[src/luts_pkg.sv]
`timescale 1ns / 1ps
// Shared types and constants for the LU triangular solve and inverse block.
// Depends on nothing; the divider, datapath, controller and top files import it.
package luts_pkg;

  localparam int DEF_MAX_ORDER = 8;
  localparam int DEF_FRAC_BITS = 16;
  localparam int IDXW = 3;
  localparam int DATAW = 32;
  localparam int SIZEW = 4;
  localparam int CFG_ADDRW = 3;

  localparam logic [1:0] TGT_LOWER = 2'd0;
  localparam logic [1:0] TGT_UPPER = 2'd1;
  localparam logic [1:0] TGT_RHS = 2'd2;

  localparam logic REG_SIZE = 1'b0;
  localparam logic REG_MODE = 1'b1;
  localparam logic [SIZEW-1:0] SIZE_RST = 4'd8;
  localparam logic MODE_SOLVE = 1'b0;
  localparam logic MODE_INVERT = 1'b1;

  typedef enum logic [9:0] {
    S_IDLE = 10'b00_0000_0001,
    S_INIT = 10'b00_0000_0010,
    S_RD   = 10'b00_0000_0100,
    S_MUL  = 10'b00_0000_1000,
    S_ACC  = 10'b00_0001_0000,
    S_FST  = 10'b00_0010_0000,
    S_RDD  = 10'b00_0100_0000,
    S_DIV  = 10'b00_1000_0000,
    S_DIVW = 10'b01_0000_0000,
    S_EMIT = 10'b10_0000_0000
  } state_t;

  typedef struct packed {
    logic            load;
    logic            acc_init;
    logic            mem_rd;
    logic            mul;
    logic            acc_upd;
    logic            fwd_wr;
    logic            div_start;
    logic            sol_wr;
    logic            out_ld;
    logic            out_last;
    logic            back;
    logic            unit;
    logic [IDXW-1:0] ri;
    logic [IDXW-1:0] rj;
    logic [IDXW-1:0] oc;
  } cmd_t;

  typedef struct packed {
    logic div_done;
    logic out_free;
  } sts_t;

endpackage

[src/luts_ctrl.sv]
`timescale 1ns / 1ps
// Controller: sequences forward and back substitution and the result stream.
// Depends on luts_pkg.
module luts_ctrl import luts_pkg::*; #(
  parameter int MAX_ORDER = DEF_MAX_ORDER
) (
  input  logic             clk,
  input  logic             rst_n,
  input  logic             in_valid,
  input  logic             in_start_req,
  output logic             in_ready,
  input  logic [SIZEW-1:0] cfg_size,
  input  logic             cfg_mode,
  output cmd_t             cmd,
  input  sts_t             sts
);

  localparam int IW = (MAX_ORDER > 1) ? $clog2(MAX_ORDER) : 1;

  state_t          state_r, state_nxt;
  logic [IW-1:0]   i_r, i_nxt, j_r, j_nxt, c_r, c_nxt, nm1_r, nm1_nxt;
  logic            back_r, back_nxt, mode_r, mode_nxt;
  logic [SIZEW-1:0] n_eff;

  always_comb begin
    if (cfg_size == '0) begin
      n_eff = SIZEW'(1);
    end else if (cfg_size > SIZEW'(MAX_ORDER)) begin
      n_eff = SIZEW'(MAX_ORDER);
    end else begin
      n_eff = cfg_size;
    end
  end

  assign in_ready = (state_r == S_IDLE);

  always_comb begin
    state_nxt = state_r;
    i_nxt = i_r;
    j_nxt = j_r;
    c_nxt = c_r;
    nm1_nxt = nm1_r;
    back_nxt = back_r;
    mode_nxt = mode_r;
    cmd = '0;
    cmd.back = back_r;
    cmd.unit = mode_r;
    cmd.ri = IDXW'(i_r);
    cmd.rj = IDXW'(j_r);
    cmd.oc = (mode_r == MODE_INVERT) ? IDXW'(c_r) : '0;
    case (state_r)
      S_IDLE: begin
        cmd.load = in_valid;
        if (in_valid && in_start_req) begin
          nm1_nxt = IW'(n_eff - SIZEW'(1));
          mode_nxt = cfg_mode;
          c_nxt = '0;
          i_nxt = '0;
          back_nxt = 1'b0;
          state_nxt = S_INIT;
        end
      end
      S_INIT: begin
        cmd.acc_init = 1'b1;
        if (!back_r) begin
          j_nxt = '0;
          state_nxt = (i_r != '0) ? S_RD : S_FST;
        end else begin
          j_nxt = nm1_r;
          state_nxt = (i_r != nm1_r) ? S_RD : S_RDD;
        end
      end
      S_RD: begin
        cmd.mem_rd = 1'b1;
        state_nxt = S_MUL;
      end
      S_MUL: begin
        cmd.mul = 1'b1;
        state_nxt = S_ACC;
      end
      S_ACC: begin
        cmd.acc_upd = 1'b1;
        if (!back_r) begin
          if (j_r + IW'(1) < i_r) begin
            j_nxt = j_r + IW'(1);
            state_nxt = S_RD;
          end else begin
            state_nxt = S_FST;
          end
        end else begin
          if (j_r - IW'(1) > i_r) begin
            j_nxt = j_r - IW'(1);
            state_nxt = S_RD;
          end else begin
            state_nxt = S_RDD;
          end
        end
      end
      S_FST: begin
        cmd.fwd_wr = 1'b1;
        if (i_r == nm1_r) begin
          back_nxt = 1'b1;
        end else begin
          i_nxt = i_r + IW'(1);
        end
        state_nxt = S_INIT;
      end
      S_RDD: begin
        cmd.mem_rd = 1'b1;
        cmd.rj = IDXW'(i_r);
        state_nxt = S_DIV;
      end
      S_DIV: begin
        cmd.div_start = 1'b1;
        state_nxt = S_DIVW;
      end
      S_DIVW: begin
        if (sts.div_done) begin
          cmd.sol_wr = 1'b1;
          if (i_r == '0) begin
            state_nxt = S_EMIT;
          end else begin
            i_nxt = i_r - IW'(1);
            state_nxt = S_INIT;
          end
        end
      end
      S_EMIT: begin
        if (sts.out_free) begin
          cmd.out_ld = 1'b1;
          cmd.out_last = (i_r == nm1_r) && (mode_r == MODE_SOLVE || c_r == nm1_r);
          if (i_r == nm1_r) begin
            if (mode_r == MODE_INVERT && c_r != nm1_r) begin
              c_nxt = c_r + IW'(1);
              i_nxt = '0;
              back_nxt = 1'b0;
              state_nxt = S_INIT;
            end else begin
              state_nxt = S_IDLE;
            end
          end else begin
            i_nxt = i_r + IW'(1);
          end
        end
      end
      default: state_nxt = S_IDLE;
    endcase
  end

  always_ff @(posedge clk) begin
    if (!rst_n) begin
      state_r <= S_IDLE;
      i_r <= '0;
      j_r <= '0;
      c_r <= '0;
      nm1_r <= '0;
      back_r <= 1'b0;
      mode_r <= MODE_SOLVE;
    end else begin
      state_r <= state_nxt;
      i_r <= i_nxt;
      j_r <= j_nxt;
      c_r <= c_nxt;
      nm1_r <= nm1_nxt;
      back_r <= back_nxt;
      mode_r <= mode_nxt;
    end
  end

`ifndef NO_ASSERTIONS
  a_out_room: assert property (@(posedge clk) disable iff (!rst_n)
    cmd.out_ld |-> sts.out_free) else $error("result loaded over a held result");
  a_index_range: assert property (@(posedge clk) disable iff (!rst_n)
    (state_r != S_IDLE) |-> (i_r <= nm1_r && c_r <= nm1_r))
    else $error("row or column counter beyond order");
  a_back_mac: assert property (@(posedge clk) disable iff (!rst_n)
    (state_r == S_RD && back_r) |-> (j_r > i_r))
    else $error("upper factor read outside strict upper part");
  a_fwd_mac: assert property (@(posedge clk) disable iff (!rst_n)
    (state_r == S_RD && !back_r) |-> (j_r < i_r))
    else $error("lower factor read outside strict lower part");
`endif

endmodule

[config.mk]
export PLATFORM = sky130hd
export DESIGN_NAME = luts_ctrl
export DESIGN_NICKNAME = d
export VERILOG_FILES = /design/src/luts_pkg.sv /design/src/luts_ctrl.sv
export SDC_FILE = /design/constraint.sdc
export NUM_CORES = 1
export LEC_CHECK = 0
export BUFFER_PORTS_ARGS = -buffer_cell sky130_fd_sc_hd__buf_2
export CAP_MARGIN = 20
export CORE_ASPECT_RATIO = 2
export CORE_UTILIZATION = 60
export DETAILED_ROUTE_END_ITERATION = 6
export PLACE_DENSITY = 0.87
export SLEW_MARGIN = 20
export SYNTH_ARGS = -nofsm -noshare
export SYNTH_HDL_FRONTEND = slang
export SYNTH_SLANG_ARGS = --single-unit
[constraint.sdc]
create_clock -name clk -period 3.38 [get_ports clk]
set_clock_uncertainty 0.15 [all_clocks]
set_input_delay 0.169 -clock clk [delete_from_list [all_inputs] [get_ports clk]]
set_output_delay 0.169 -clock clk [all_outputs]
set_load 0.02 [all_outputs]
==> results.py <==
metrics = {
    "logic_synthesis": {
        "ys_ff_latch": 24,
        "synth.cell_area_mm2": 0.00189,
        "yosys_most_used_dff": "dfxtp_1",
        "synthArstFlopShare_pct": 0,
        "yosys_warnings": 0,
        "synth_edf_count": 0,
        "seq_area_frac_synth_pct": 25.4,
        "syn_inst": 222,
        "avgSynthCellArea_um2": 8.51,
        "synth_nets": 245,
        "synth_cell_types": 60,
    },
    "sta": {
        "fin_crit_sh_pct": 82.9,
        "setup_tns_ps": 0,
        "setup_viol": 0,
        "relSlewSlack_pct": 50.9,
        "hold_violations": 0,
        "holdWs_ps": 65.1,
        "period_needed_ps": 2800,
        "fmax_mhz": 357,
        "slew_viol_final": 0,
        "rsz0062_at_grt": "no",
        "worst-slew-pin-transition_ps": 730,
    },
    "detailed_routing": {
        "drt-wirelength-per-cell_um": 17.6,
        "viasPerCell": 6.43,
        "antenna_left": 0,
        "drcViolationCount": 0,
        "drt-total-wl_mm": 4.94,
        "vias": 1806,
        "firstDrtPassIters": 4,
        "drtIter0Drc": 95,
    },
    "worst_setup_path": {
        "timing.rr.end": "j_r[0]$_SDFFE_PN0P_",
        "path_depth": 5,
        "startpoint": "state_r[7]$_SDFFE_PN0P_",
        "crit_path_end": "cmd[5]",
        "reg2reg_depth": 10,
        "r2r_slack_ps": 790,
        "cpPeakStageDelay_ps": 500,
        "crit_fanout": 7,
        "crit_path_end_kind": "primary output",
        "crit_family": "simple AND/OR/NAND/NOR gates",
        "r2r_start": "j_r[0]$_SDFFE_PN0P_",
        "cp_num_buf_inv": 1,
        "cp_data_arrival_time_ps": 2480,
        "cp.required_ps": 3060,
        "worstSetupPathType": "reg2out",
        "startpoint_type": "flop",
        "crit_slowest_cell": "nor4_4",
        "path_cells": "nor4_4, nand3b_1, nor4b_4, mux2_2, buf_2",
    },
    "power": {
        "p_per_area_mw_per_mm2": 456,
        "power_uw": 961,
        "ir_worst_vdd_uv": 367,
        "leakage_uw": 0.000930,
    },
    "global_routing": {
        "grt.total_usage_pct": 30.5,
        "grt_max_degree": 17,
        "antenna_found_initial": 0,
        "overflow": 0,
        "grt_pass1_vias": 1661,
        "grt_pass1_wl_mm": 7.88,
    },
    "floorplanning": {
        "die_width_um": 41.7,
        "start_util_pct": 63.4,
        "ios": 33,
        "die_h_um": 81.4,
        "core_region_area_mm2": 0.00298,
        "rows": 28,
        "dieArea_mm2": 0.00339,
    },
    "finish": {
        "layout_commonest_cell": "buf_2",
        "fill_cells": 243,
        "drive_above_1_share_pct": 21.1,
        "final_nets": 275,
        "syn_to_final_growth_pct": 11.4,
        "mostFrequentLayoutCells": "buf_2, dfxtp_1, nor2_1, nand2_1, inv_1",
        "regArea_um2": 480,
        "fin_cells": 281,
        "final_core_util_pct": 70.7,
        "multi_input_area_mm2": 0.00127,
        "diodes": 0,
    },
    "min_path": {
        "hold_path.class": "in2reg",
    },
    "clock_network": {
        "clk_pin_slew_ps": 90,
        "clkLatencyLatePin_ps": 280,
        "post-cts-setup-buffers": 0,
        "cts_buffers": 3,
        "clock-root-buffer": "clkbuf_8",
        "h-tree-depth": 1,
        "clock_path_buffers": 2,
        "cts_tree": "done",
        "clock-sinks": 24,
    },
    "place": {
        "dp_cells": 275,
        "port_buffers": 32,
        "routabilityCongestion": 0.933,
        "place.detailed.hpwl_mm": 3.76,
    },
    "job": {
        "maxCapViolCount": 0,
    },
    "outcome": {
        "status": "finished clean",
    },
}
-- worst min-delay path by stage --
stage              from                       to  slack, ps  depth (start not counted)
2_1_floorplan     rst_n  state_r[0]$_SDFFE_PN1P_        100                          1
3_3_place_gp   cfg_mode      mode_r$_SDFFE_PN0P_        250                          3
3_5_place_dp   cfg_mode      mode_r$_SDFFE_PN0P_        270                          3
4_1_cts           rst_n  state_r[0]$_SDFFE_PN1P_          8                          2
5_1_grt          sts[0]  state_r[9]$_SDFFE_PN0P_        100                          3
6_report         sts[1]  state_r[8]$_SDFFE_PN0P_         70                          4
-- worst min-delay path, cell delays in order --
cell and delay (ps):
buf_2 90, nor2b_1 70, nor2_1 90, nor2_1 40
-- state kept, by name, indices dropped and copies added (netlist names) --
signal	flops
j_r	3
back_r	1
nm1_r	3
state_r	10
i_r	3
c_r	3
mode_r	1
-- layout make-up --
type | instances | share of cell area [%]
clock buffer | 3 | 1.96
timing repair buffer | 35 | 8.92
inverter | 14 | 2.50
sequential | 24 | 22.8
tap | 30 | 1.78
multi-input combinational | 174 | 60.6
clock inverter | 1 | 1.43
-- cell families (layout without fill, tap and decap cells) --
logic type	Yosys count	count (layout)	synth area share (%)
DFF	24	24	25.4
and+or+nand+nor	97	97	32.7
muxes	6	6	3.31
xor gates and xnor gates	14	14	6.49
adders and majority gates	12	12	7.95
AOI/OAI and AO/OA	45	45	17.0
buffers and inverters	24	53	7.09
-- per-stage QoR --
step / worst slack, ps / instance area, um2
6_report: 577 / 2100
2_1_floorplan: 1100 / 1890
3_5_place_dp: 840 / 2010
5_1_grt: 391 / 2100
4_1_cts: 580 / 2090
3_3_place_gp: 954 / 2010
-- synth_stat cells (all sizes together), types with 4 or more instances --
cell type	number	share of area [%]
inv	13	2.6
nand3	5	1.3
nand2	15	3.0
o211ai	5	2.5
nor3	4	1.1
ha	12	7.9
xnor2	6	2.8
a211oi	4	1.6
nor4	9	4.9
a21oi	7	1.9
nor2b	8	2.6
dfxtp	24	25
and3	4	1.4
o21ai	10	2.6
xor2	8	3.7
buf	8	3.6
mux2i	4	2.1
and2	6	2.0
nor2	23	4.6
-- report_power, final --
part           internal (uW)  switching [uW]  total (uW)
combinational            134             219         353
clock                    159             103         262
sequential               306            40.0         346
-- metal layers --
metal  global-route usage, %  part of all wire (%)  vias to the layer above
met4                    20.0                   5.3                        0
met2                    53.3                    53                       94
li1                        -                     -                      849
met5                       0                     0                        -
met1                    33.4                    36                      832
met3                    4.67                   5.7                       31
-- timing repair --
item | in CTS | in global routing
resized for setup | 0 | 0
endpoints found under the hold margin | 1 | 1
hold buffers | 1 | 1
Note: power is estimated with default switching activity, not from simulation.
